<file path="config.mk">
export PLATFORM = sky130hd
export DESIGN_NAME = integer_to_word_tokens_top
export DESIGN_NICKNAME = d
export VERILOG_FILES = /design/src/rtl/core/i2w_pkg.sv /design/src/rtl/core/i2w_ctrl.sv /design/src/rtl/core/i2w_dp.sv /design/src/rtl/core/integer_to_word_tokens_top.sv
export SDC_FILE = /design/constraint.sdc
export NUM_CORES = 1
export LEC_CHECK = 0
export ABC_AREA = 1
export BUFFER_PORTS_ARGS = -buffer_cell sky130_fd_sc_hd__buf_4
export CORE_ASPECT_RATIO = 1.25
export CORE_MARGIN = 2
export CORE_UTILIZATION = 30
export DETAILED_ROUTE_END_ITERATION = 12
export GPL_ROUTABILITY_DRIVEN = 0
export PLACE_DENSITY_LB_ADDON = 0.12
export RECOVER_POWER = 100
export SLEW_MARGIN = 20
export SYNTH_ARGS = -nofsm -noshare
export SYNTH_HDL_FRONTEND = slang
export SYNTH_HIERARCHICAL = 1
export SYNTH_SLANG_ARGS = --single-unit
</file>
<file path="constraint.sdc">
create_clock -name clk -period 5.4 [get_ports clk]
set_input_delay 1.08 -clock clk [delete_from_list [all_inputs] [get_ports clk]]
set_output_delay 1.08 -clock clk [all_outputs]
set_load 0.1 [all_outputs]
</file>
<file path="src/rtl/core/i2w_pkg.sv">
package i2w_pkg;

  localparam int VALUE_W = 31;
  localparam int WORD_W  = 5;
  localparam int DIG_W   = 4;
  localparam int DIGITS  = 10;
  localparam int BCD_W   = DIGITS * DIG_W;
  localparam int CNT_W   = $clog2(VALUE_W + 1);
  localparam int GROUPS  = 4;
  localparam int GSLOTS  = 5;
  localparam int SLOTS   = GROUPS * GSLOTS + 1;
  localparam int SLOT_W  = $clog2(SLOTS);

  localparam logic [WORD_W-1:0] TOK_ZERO      = 5'd0;
  localparam logic [WORD_W-1:0] TOK_TEN       = 5'd10;
  localparam logic [WORD_W-1:0] TOK_TENS_BASE = 5'd18;
  localparam logic [WORD_W-1:0] TOK_HUNDRED   = 5'd28;
  localparam logic [WORD_W-1:0] TOK_THOUSAND  = 5'd29;
  localparam logic [WORD_W-1:0] TOK_MILLION   = 5'd30;
  localparam logic [WORD_W-1:0] TOK_BILLION   = 5'd31;

  typedef enum logic [1:0] {
    ST_IDLE,
    ST_CONV,
    ST_EMIT
  } state_t;

  typedef struct packed {
    logic load;
    logic shift;
    logic build;
    logic emit;
  } cmd_t;

  typedef struct packed {
    logic conv_done;
    logic slots_one;
    logic out_free;
  } stat_t;

endpackage

</file>
<file path="src/rtl/core/i2w_ctrl.sv">
module i2w_ctrl (
  input  logic           clk,
  input  logic           rst,
  input  logic           in_valid,
  output logic           in_ready,
  input  i2w_pkg::stat_t stat,
  output i2w_pkg::cmd_t  cmd,
  output i2w_pkg::state_t state
);

  i2w_pkg::state_t state_next;

  always_ff @(posedge clk) begin
    if (rst) begin
      state <= i2w_pkg::ST_IDLE;
    end else begin
      state <= state_next;
    end
  end

  always_comb begin
    state_next = state;
    case (state)
      i2w_pkg::ST_IDLE: begin
        if (in_valid) state_next = i2w_pkg::ST_CONV;
      end
      i2w_pkg::ST_CONV: begin
        if (stat.conv_done) state_next = i2w_pkg::ST_EMIT;
      end
      i2w_pkg::ST_EMIT: begin
        if (stat.out_free && stat.slots_one) state_next = i2w_pkg::ST_IDLE;
      end
      default: state_next = i2w_pkg::ST_IDLE;
    endcase
  end

  always_comb begin
    cmd      = '0;
    in_ready = 1'b0;
    case (state)
      i2w_pkg::ST_IDLE: begin
        in_ready = 1'b1;
        cmd.load = in_valid;
      end
      i2w_pkg::ST_CONV: begin
        cmd.shift = !stat.conv_done;
        cmd.build = stat.conv_done;
      end
      i2w_pkg::ST_EMIT: begin
        cmd.emit = stat.out_free;
      end
      default: begin
        cmd = '0;
      end
    endcase
  end

endmodule

</file>
<file path="src/rtl/core/i2w_dp.sv">
module i2w_dp (
  input  logic                         clk,
  input  logic                         rst,
  input  logic [i2w_pkg::VALUE_W-1:0]  value,
  input  i2w_pkg::cmd_t                cmd,
  output i2w_pkg::stat_t               stat,
  output logic [i2w_pkg::WORD_W-1:0]   word,
  output logic                         last,
  output logic                         out_valid,
  input  logic                         out_ready
);

  logic [i2w_pkg::VALUE_W-1:0] bin;
  logic [i2w_pkg::BCD_W-1:0]   bcd;
  logic [i2w_pkg::BCD_W-1:0]   adj;
  logic [i2w_pkg::CNT_W-1:0]   cnt;
  logic [i2w_pkg::SLOTS-1:0]   mask;
  logic [i2w_pkg::SLOTS-1:0]   slot_val;
  logic [i2w_pkg::WORD_W-1:0]  slot_tok [i2w_pkg::SLOTS];
  logic [i2w_pkg::SLOT_W-1:0]  sel;
  logic [i2w_pkg::DIG_W-1:0]   dg [i2w_pkg::GROUPS*3];

  // add-3 correction per digit before each shift
  always_comb begin
    for (int i = 0; i < i2w_pkg::DIGITS; i++) begin
      if (bcd[i*i2w_pkg::DIG_W +: i2w_pkg::DIG_W] >= 4'd5) begin
        adj[i*i2w_pkg::DIG_W +: i2w_pkg::DIG_W] =
          bcd[i*i2w_pkg::DIG_W +: i2w_pkg::DIG_W] + 4'd3;
      end else begin
        adj[i*i2w_pkg::DIG_W +: i2w_pkg::DIG_W] =
          bcd[i*i2w_pkg::DIG_W +: i2w_pkg::DIG_W];
      end
    end
  end

  // digit view padded to four full groups
  always_comb begin
    for (int i = 0; i < i2w_pkg::GROUPS*3; i++) begin
      if (i < i2w_pkg::DIGITS) begin
        dg[i] = bcd[i*i2w_pkg::DIG_W +: i2w_pkg::DIG_W];
      end else begin
        dg[i] = '0;
      end
    end
  end

  // per-slot tokens: hundreds digit, hundred, tens or teen, ones, scale
  always_comb begin
    logic [i2w_pkg::DIG_W-1:0] h, t, o;
    logic [i2w_pkg::WORD_W-1:0] sc;
    for (int g = 0; g < i2w_pkg::GROUPS; g++) begin
      o = dg[(i2w_pkg::GROUPS-1-g)*3];
      t = dg[(i2w_pkg::GROUPS-1-g)*3+1];
      h = dg[(i2w_pkg::GROUPS-1-g)*3+2];
      case (g)
        0:       sc = i2w_pkg::TOK_BILLION;
        1:       sc = i2w_pkg::TOK_MILLION;
        default: sc = i2w_pkg::TOK_THOUSAND;
      endcase
      slot_tok[g*i2w_pkg::GSLOTS]   = i2w_pkg::WORD_W'(h);
      slot_val[g*i2w_pkg::GSLOTS]   = (h != '0);
      slot_tok[g*i2w_pkg::GSLOTS+1] = i2w_pkg::TOK_HUNDRED;
      slot_val[g*i2w_pkg::GSLOTS+1] = (h != '0);
      if (t == 4'd1) begin
        slot_tok[g*i2w_pkg::GSLOTS+2] = i2w_pkg::TOK_TEN + i2w_pkg::WORD_W'(o);
        slot_val[g*i2w_pkg::GSLOTS+2] = 1'b1;
      end else begin
        slot_tok[g*i2w_pkg::GSLOTS+2] = i2w_pkg::TOK_TENS_BASE + i2w_pkg::WORD_W'(t);
        slot_val[g*i2w_pkg::GSLOTS+2] = (t != '0);
      end
      slot_tok[g*i2w_pkg::GSLOTS+3] = i2w_pkg::WORD_W'(o);
      slot_val[g*i2w_pkg::GSLOTS+3] = (t != 4'd1) && (o != '0);
      slot_tok[g*i2w_pkg::GSLOTS+4] = sc;
      slot_val[g*i2w_pkg::GSLOTS+4] =
        (g < i2w_pkg::GROUPS-1) && ((h != '0) || (t != '0) || (o != '0));
    end
    slot_tok[i2w_pkg::SLOTS-1] = i2w_pkg::TOK_ZERO;
    slot_val[i2w_pkg::SLOTS-1] = (bcd == '0);
  end

  // lowest pending slot
  always_comb begin
    logic found;
    found = 1'b0;
    sel   = '0;
    for (int s = 0; s < i2w_pkg::SLOTS; s++) begin
      if (mask[s] && !found) begin
        sel   = i2w_pkg::SLOT_W'(s);
        found = 1'b1;
      end
    end
  end

  assign stat.conv_done = (cnt == '0);
  assign stat.slots_one = ((mask & (mask - 1'b1)) == '0);
  assign stat.out_free  = !out_valid || out_ready;

  always_ff @(posedge clk) begin
    if (cmd.load) begin
      bin <= value;
      bcd <= '0;
      cnt <= i2w_pkg::CNT_W'(i2w_pkg::VALUE_W);
    end else if (cmd.shift) begin
      bin <= {bin[i2w_pkg::VALUE_W-2:0], 1'b0};
      bcd <= {adj[i2w_pkg::BCD_W-2:0], bin[i2w_pkg::VALUE_W-1]};
      cnt <= cnt - 1'b1;
    end
  end

  always_ff @(posedge clk) begin
    if (cmd.build) begin
      mask <= slot_val;
    end else if (cmd.emit) begin
      mask[sel] <= 1'b0;
    end
  end

  always_ff @(posedge clk) begin
    if (cmd.emit) begin
      word <= slot_tok[sel];
      last <= stat.slots_one;
    end
  end

  always_ff @(posedge clk) begin
    if (rst) begin
      out_valid <= 1'b0;
    end else if (cmd.emit) begin
      out_valid <= 1'b1;
    end else if (out_ready) begin
      out_valid <= 1'b0;
    end
  end

endmodule

</file>
<file path="src/rtl/core/integer_to_word_tokens_top.sv">
// channel   | signals                         | direction
// ----------+---------------------------------+----------
// input     | value, in_valid, in_ready       | in
// output    | word, last, out_valid, out_ready| out
//
// each transaction in yields n = 1..16 word tokens out
// bit-serial binary to decimal conversion shifts in all 31 value bits
// tokens leave one per cycle through an output register, held on stall
// a new transaction is taken once the previous tokens are all registered
// synchronous reset returns the controller to idle and drops out_valid
module integer_to_word_tokens_top (
  input  logic                        clk,
  input  logic                        rst,
  input  logic [i2w_pkg::VALUE_W-1:0] value,
  input  logic                        in_valid,
  output logic                        in_ready,
  output logic [i2w_pkg::WORD_W-1:0]  word,
  output logic                        last,
  output logic                        out_valid,
  input  logic                        out_ready
);

  i2w_pkg::cmd_t   cmd;
  i2w_pkg::stat_t  stat;
  i2w_pkg::state_t state;

  i2w_ctrl u_ctrl (
    .clk      (clk),
    .rst      (rst),
    .in_valid (in_valid),
    .in_ready (in_ready),
    .stat     (stat),
    .cmd      (cmd),
    .state    (state)
  );

  i2w_dp u_dp (
    .clk       (clk),
    .rst       (rst),
    .value     (value),
    .cmd       (cmd),
    .stat      (stat),
    .word      (word),
    .last      (last),
    .out_valid (out_valid),
    .out_ready (out_ready)
  );

  a_busy_after_accept: assert property (@(posedge clk) disable iff (rst)
    (in_valid && in_ready) |=> !in_ready)
    else $error("input taken while busy");

  a_emit_needs_room: assert property (@(posedge clk) disable iff (rst)
    cmd.emit |-> stat.out_free)
    else $error("token overwrites pending output");

  a_build_then_emit: assert property (@(posedge clk) disable iff (rst)
    cmd.build |=> (state == i2w_pkg::ST_EMIT))
    else $error("no emit phase after conversion");

  a_last_ends_item: assert property (@(posedge clk) disable iff (rst)
    (cmd.emit && stat.slots_one) |=> (state == i2w_pkg::ST_IDLE))
    else $error("emit phase overran final token");

endmodule
</file>
==> results of run 1 <==
## synthesized netlist by cell type (all sizes together), types with 2 or more instances
library cell and number:
o2111a 2, ha 45, nand4 9, edfxtp 54
dfxtp 52, a21oi 29, o32ai 9, o41ai 2
xor2 9, nor2 66, xnor2 4, buf 6
nand3 63, clkbuf 15, o221ai 2, o21ai 65
nand2 241, o22ai 17, inv 122, nor3 8
clkinv 2, or2 8, o31ai 8, a31oi 6
o211ai 21
## worst max path at each step
stage / endpoint / slack, ns / from / cells past startpoint
after detailed placement: u_dp/bin[13]$_DFFE_PP_ / 2.16 / in_valid / 6
after global placement: u_dp/bin[13]$_DFFE_PP_ / 2.20 / in_valid / 6
after CTS: u_dp/mask[20]$_DFFE_PP_ / 2.38 / u_dp/mask[4]$_DFFE_PP_ / 11
final: u_dp/bin[13]$_DFFE_PP_ / 1.64 / u_dp/cnt[0]$_SDFFE_PP1P_ / 11
after global routing: u_dp/bcd[22]$_SDFFE_PP0P_ / 1.32 / u_dp/cnt[1]$_SDFFE_PP1P_ / 12
after floorplan: u_dp/bin[0]$_SDFFCE_PN0P_ / 2.07 / u_ctrl/state[0]$_SDFFE_PP0P_ / 7
## power by group through the flow
stage	Clock [W]	Combinational (W)	Sequential, W
floorplan	0	0.0000915	0.000920
global placement	0	0.000148	0.000924
detailed placement	0	0.000150	0.000924
CTS	0.000735	0.000150	0.000906
global route	0.000764	0.000166	0.000910
finish	0.000709	0.000144	0.000906
## worst max-delay path: stages, from the launching register on
cell and delay, ns:
dfxtp_1 0.33, inv_1 0.06, ha_1 0.19, nand2_1 0.06, nor3_1 0.05, inv_1 0.05, nand3_1 0.10, inv_1 0.07
clkbuf_1 0.64, nor2_1 0.25, inv_1 1.14, buf_4 0.44
## area by class of cell
cell class,count,share of cell area
well taps,283,0.0467
multi-input cells,629,0.457
clock buffers,9,0.0297
clock inverters,7,0.0114
inverters,124,0.0614
flip-flops and latches,106,0.351
repair buffers,48,0.0426
## metal layers
metal | vias up | GRT usage | wire length (microns)
met2 | 90 | 0.304 | 9600
met3 | 23 | 0.0221 | 456
li1 | 3037 | - | -
met4 | 0 | 0.0603 | 397
met5 | - | 0 | 0
met1 | 2713 | 0.213 | 8890
## logic make-up after synthesis
group,after synthesis
buffers and inverters,145
AO/OA/AOI/OAI,172
AND/OR/NAND/NOR,398
adder cells (fa/ha/maj),45
multiplexers,1
flip-flops,106
XOR/XNOR,13
## flip-flops by register name (all words and copies together) (netlist names)
register,cells
u_ctrl/state,2
u_dp/bcd,40
u_dp/bin,31
u_dp/cnt,5
u_dp/last,1
u_dp/mask,21
u_dp/out_valid,1
u_dp/word,5
## through the flow
stage	util	setup slack, ns
2_1_floorplan	-	2.07
3_3_place_gp	0.331	2.20
3_5_place_dp	0.331	2.16
4_1_cts	0.345	2.38
5_1_grt	0.342	1.32
6_report	0.342	1.64
==> results.md, run 1 <==
* Global Route Usage Sum at 0.172
* Number of search-and-repair iterations in the first detailed-routing pass at 4
* Die Outline Area at 23600 sq um
* Cell types occupying the most area after synthesis: edfxtp_1 (24%), dfxtp_1 (16%), nand2_1 (13%), ha_1 (8.4%), inv_1 (6.6%)
* Final instance count without filler cells at 1206
* Antenna violations before repair at 0
* Main combinational cell family by area after synthesis: simple AND/OR/NAND/NOR gates
* Vias in the first global route at 5942
* Combinational fraction of design power at 0.082
* Worst setup slack for register-to-register paths at 1.64 ns
* Library cells used by synthesis at 52
* DR vias at 5863
* Number of setup violations in the final report at 0
* RSZ-0062 raised after global routing: no
* Count of mapped cells out of synthesis at 880
* Fraction of final layout cells with drive strength greater than 1 at 0.0932
* Switching part of the total at 0.256
* Number of flops mapped to enable cells by yosys at 54
* Number of violations reported at the end of detailed-routing iteration 0 at 249
* Top fanout value on the critical path at 41
* Total negative slack for setup checks at 0 ns
* Vias per inst at 4.86
* Leakage at 3.35 nW
* Height of the die at 171 microns
* Maximum capacitance violations at 2
* Number of antenna cells inserted at 0
* Clock latency of the later-clocked register in the worst-skew pair at 0.36 ns
* Hold/Removal Path Class: reg -> reg
* Critical path data required time at 5.45 ns
* Status: finished with violations
* Worst slew slack as a fraction of its limit at -0.0508
* Seq cells post-synth at 106
* Hold slack final at 0.470 ns
* Net count reported at finish at 998
* Synth Cell Area at 6710 sq um
* DRC violations left at 0
* Die extent in x at 138 microns
* Core box area at 22100 sq um
* CP Capture Type: flop
* Post-synthesis share of cell area spent on xor and xnor gates at 0.0170
* Global route total overflow at 0
* # rows at 61
* Power per Cell Area at 232 nW/um^2
* Net switching power at 0.000450 W
* Worst flop-to-flop path startpoint: u_dp/cnt[0]$_SDFFE_PP1P_
* Post-synth net total at 960
* Post-CTS sizing at 0
* Root Driver: clkbuf_16
* End point of the most critical hold path: u_dp/bcd[0]$_SDFFE_PP0P_
* Capture point of the worst reg-to-reg path: u_dp/bin[13]$_DFFE_PP_
* Area of all placed cells without fillers at 7580 sq um
* Hold Startpoint: u_dp/bin[30]$_DFFE_PP_
* Compound-gate portion of the synthesized area at 0.160
* Maximum clock frequency at 266 MHz
* Mean area per synthesized cell at 7.62 sq um
* Initial core utilization at 0.303
* Part of the Yosys area used for sequential elements at 0.397
* Clock power frac at 0.403
* Count of warnings emitted by yosys at 6
* H-tree depth at 3
* Yosys top cell by area: edfxtp_1
* Pin count of the biggest net entering global routing at 42
* Mux cell area share after synthesis at 0.00149
* Violated checks: max-capacitance violations, max-slew violations
* Number of I/O pins at 43
* HPWL after detailed placement at 14600 microns
* Storage cell area at 2660 sq um
* Worst Max-Slew Pin Slew at 1.58 ns
* Number of max-slew violations in the final report at 79
* Most frequently used flop master after synthesis: edfxtp_1
* Most common cell after layout, fill and taps aside: nand2_1
* Post-route clock period utilization at 0.695
* Arr. time, crit path at 3.81 ns
* Sequential Power Share at 0.515
* Number of buffers on the longest clock path at 2
* Placement Cell Area at 7330 sq um
* Number of port buffers at 42
* Post-detailed-route count of antenna-violating nets at 0
* TritonCTS buffer count at 9
* Maximum resistive drop on vdd at 0.142 mV
* Clock input transition at the sequential cells of the worst setup and hold paths at 0.08 ns
* Final-layout fill cell count at 2451
* Layout-stage area growth over the synthesis result at 13.0%
* Cell depth of the worst hold path at 2
* Post-layout min period at 3.76 ns
* Category of the critical setup timing path: reg -> reg
* Post-Synth Adder-Cell Area at 0.0839
* Final wirelength at 19300 microns
* Number of setup buffers added after CTS at 0
* Cell count after placement at 1190
* Cts-stage hold buffer count at 0
* Logic depth of the worst register-to-register path at 11
* Worst-case clock skew at 0.00881 ns
* Global-route wire length before repair at 31300 microns
* Top library cells by usage in the layout, fill and taps aside: nand2_1 (236), inv_1 (119), o21ai_0 (64), nand3_1 (61), nor2_1 (57)
* Combined area of the multi-input logic cells at 3460 sq um
* Power after layout at 0.00176 W
* Number of clock sinks at 106
* Area share of the leading cell type in the synthesized netlist at 0.242
* Synthesized-area fraction occupied by and/or/nand/nor cells at 0.257
* Power Internal at 0.00131 W
* Type of element launching the critical path: flop
* Final hold vios at 0
* Async S/R FF share, synth at 0
* Clock tree from TritonCTS: yes
* Routed wire length per instance at 16.0 microns
Power figures use the tool's default switching activity.
==> run 2: changes to the inputs <==
==> constraint.sdc (replaced) <==
create_clock -name clk -period 3.55 [get_ports clk]
set_input_delay 0.71 -clock clk [delete_from_list [all_inputs] [get_ports clk]]
set_output_delay 0.71 -clock clk [all_outputs]
set_load 0.1 [all_outputs]
==> run 2 against run 1 <==
Compared with the run above: maximum frequency up 21%; critical endpoint is now u_dp/word[1]$_DFFE_PP_; first-iteration DRC count up 23%; critical path type unchanged; sequential cell count unchanged; global-route usage up 0.12 points; the flow still finishes with violations (max-capacitance violations, max-slew violations).
==> results.md, run 2 (synthesis gave the netlist of run 1 again) <==
* Placement Cell Area at 7370 sq um
* RSZ-0062 raised after global routing: no
* Number of setup buffers added after CTS at 0
* Layout-stage area growth over the synthesis result at 13.4%
* Largest register by flop count: u_dp/bcd
* Power after layout at 0.00267 W
* Pin count of the biggest net entering global routing at 43
* Maximum clock frequency at 322 MHz
* Power per Cell Area at 351 nW/um^2
* Net count reported at finish at 1003
* HPWL after detailed placement at 14800 microns
* Worst Max-Slew Pin Slew at 1.60 ns
* Die Outline Area at 23600 sq um
* Number of I/O pins at 43
* Number of antenna cells inserted at 0
* Post-detailed-route count of antenna-violating nets at 0
* Delay of the slowest cell on the worst path at 0.90 ns
* Vias per inst at 4.85
* Core box area at 22100 sq um
* Worst-case clock skew at 0.0144 ns
* Root Driver: clkbuf_16
* Cts-stage hold buffer count at 0
* Delay-heaviest family, CP: simple AND/OR/NAND/NOR gates
* Number of clock sinks at 106
* Final wirelength at 19400 microns
* Status: finished with violations
* Worst slew slack as a fraction of its limit at -0.0644
* DRC violations left at 0
* DR vias at 5876
* Category of the critical setup timing path: reg -> reg
* Most frequent cell on the critical path: nand2_1
* Antenna violations before repair at 0
* Switching part of the total at 0.253
* Height of the die at 171 microns
* Post-route clock period utilization at 0.875
* CP Buf/Inv Count at 2
* Clock power frac at 0.400
* Post-layout min period at 3.11 ns
* Number of setup violations in the final report at 0
* Routed wire length per instance at 16.0 microns
* Fraction of final layout cells with drive strength greater than 1 at 0.0916
* Critical path data required time at 3.66 ns
* Most common cell after layout, fill and taps aside: nand2_1
* # rows at 61
* Vias in the first global route at 5803
* Hold slack final at 0.454 ns
* Number of max-slew violations in the final report at 38
* Sequential Power Share at 0.516
* Global route total overflow at 0
* Number of search-and-repair iterations in the first detailed-routing pass at 4
* Leakage at 3.36 nW
* Net switching power at 0.000675 W
* Final core utilization at 0.344
* Die extent in x at 138 microns
* Global Route Usage Sum at 0.173
* Clock tree from TritonCTS: yes
* H-tree depth at 3
* Power Internal at 0.00199 W
* Clock input transition at the sequential cells of the worst setup and hold paths at 0.08 ns
* Max FFs per register at 40
* Number of port buffers at 42
* Number of violations reported at the end of detailed-routing iteration 0 at 306
* Initial core utilization at 0.303
* Final hold vios at 0
* Combinational fraction of design power at 0.084
* Master of the slowest instance on the critical path: o21ai_0
* Post-CTS sizing at 0
* Total negative slack for setup checks at 0 ns
* CP Capture Type: flop
* Hold/Removal Path Class: reg -> reg
* Type of element launching the critical path: flop
* Global-route wire length before repair at 31400 microns
* Clock latency of the later-clocked register in the worst-skew pair at 0.36 ns
* Largest registers: u_dp/bcd: 40 flops, u_dp/bin: 31 flops, u_dp/mask: 21 flops
* Maximum resistive drop on vdd at 0.216 mV
* Cell breakdown of the critical path: nor2_1 -> inv_1 -> o21ai_0 -> nand3_1 -> inv_1 -> nor2_1 -> o211ai_1 -> nand2_1 -> nand2_1 -> nand2_1
* TritonCTS buffer count at 9
* Violated checks: max-capacitance violations, max-slew violations
* Top fanout value on the critical path at 7
* Top library cells by usage in the layout, fill and taps aside: nand2_1 (236), inv_1 (119), o21ai_0 (65), nand3_1 (61), nor2_1 (59)
* Area of all placed cells without fillers at 7610 sq um
* Maximum capacitance violations at 1
* Number of buffers on the longest clock path at 2
* Arr. time, crit path at 3.22 ns
## run 2: power groups by stage
stage	Sequential (W)	Clock [W]	Combinational [W]
floorplan	0.00140	0	0.000139
global placement	0.00141	0	0.000232
detailed placement	0.00140	0	0.000233
CTS	0.00138	0.00111	0.000233
global route	0.00138	0.00115	0.000255
finish	0.00138	0.00107	0.000223
## run 2: worst min-delay path: cells and delay by family, from the launching register on
kind	cells	cell delay, ns
AOI/OAI and AO/OA	1	0.05
DFF	1	0.33
and+or+nand+nor	1	0.05
## run 2: final cells by class
type	instances	area, sq um
Fill cell	2474	14500
Multi-Input combinational cell	629	3470
Tap cell	283	354
Clock buffer	9	225
Inverter	124	465
Clock inverter	7	87.6
Sequential cell	106	2660
Timing Repair Buffer	53	345
## run 2: final timing paths
check	startpoint	end	slack [ns]	depth (start not counted)
max reg2reg	u_dp/mask[14]$_DFFE_PP_	u_dp/word[1]$_DFFE_PP_	0.44	10
max	u_dp/mask[14]$_DFFE_PP_	u_dp/word[1]$_DFFE_PP_	0.44	10
min	u_dp/bin[30]$_DFFE_PP_	u_dp/bcd[0]$_SDFFE_PP0P_	0.45	2
min reg2reg	u_dp/bin[30]$_DFFE_PP_	u_dp/bcd[0]$_SDFFE_PP0P_	0.45	2
## run 2: per-stage QoR
stage	std cells	setup WS (ns)
after global routing	1211	0.156
after global placement	1195	0.745
after CTS	1211	0.603
after detailed placement	1195	0.608
final	1211	0.442
after floorplan	880	0.216
## run 2: metal layers
metal,vias up,track usage,part of all wire
li1,3052,-,-
met1,2703,0.211,0.44
met2,93,0.310,0.50
met3,28,0.0248,0.027
met4,0,0.0572,0.025
met5,-,0,0
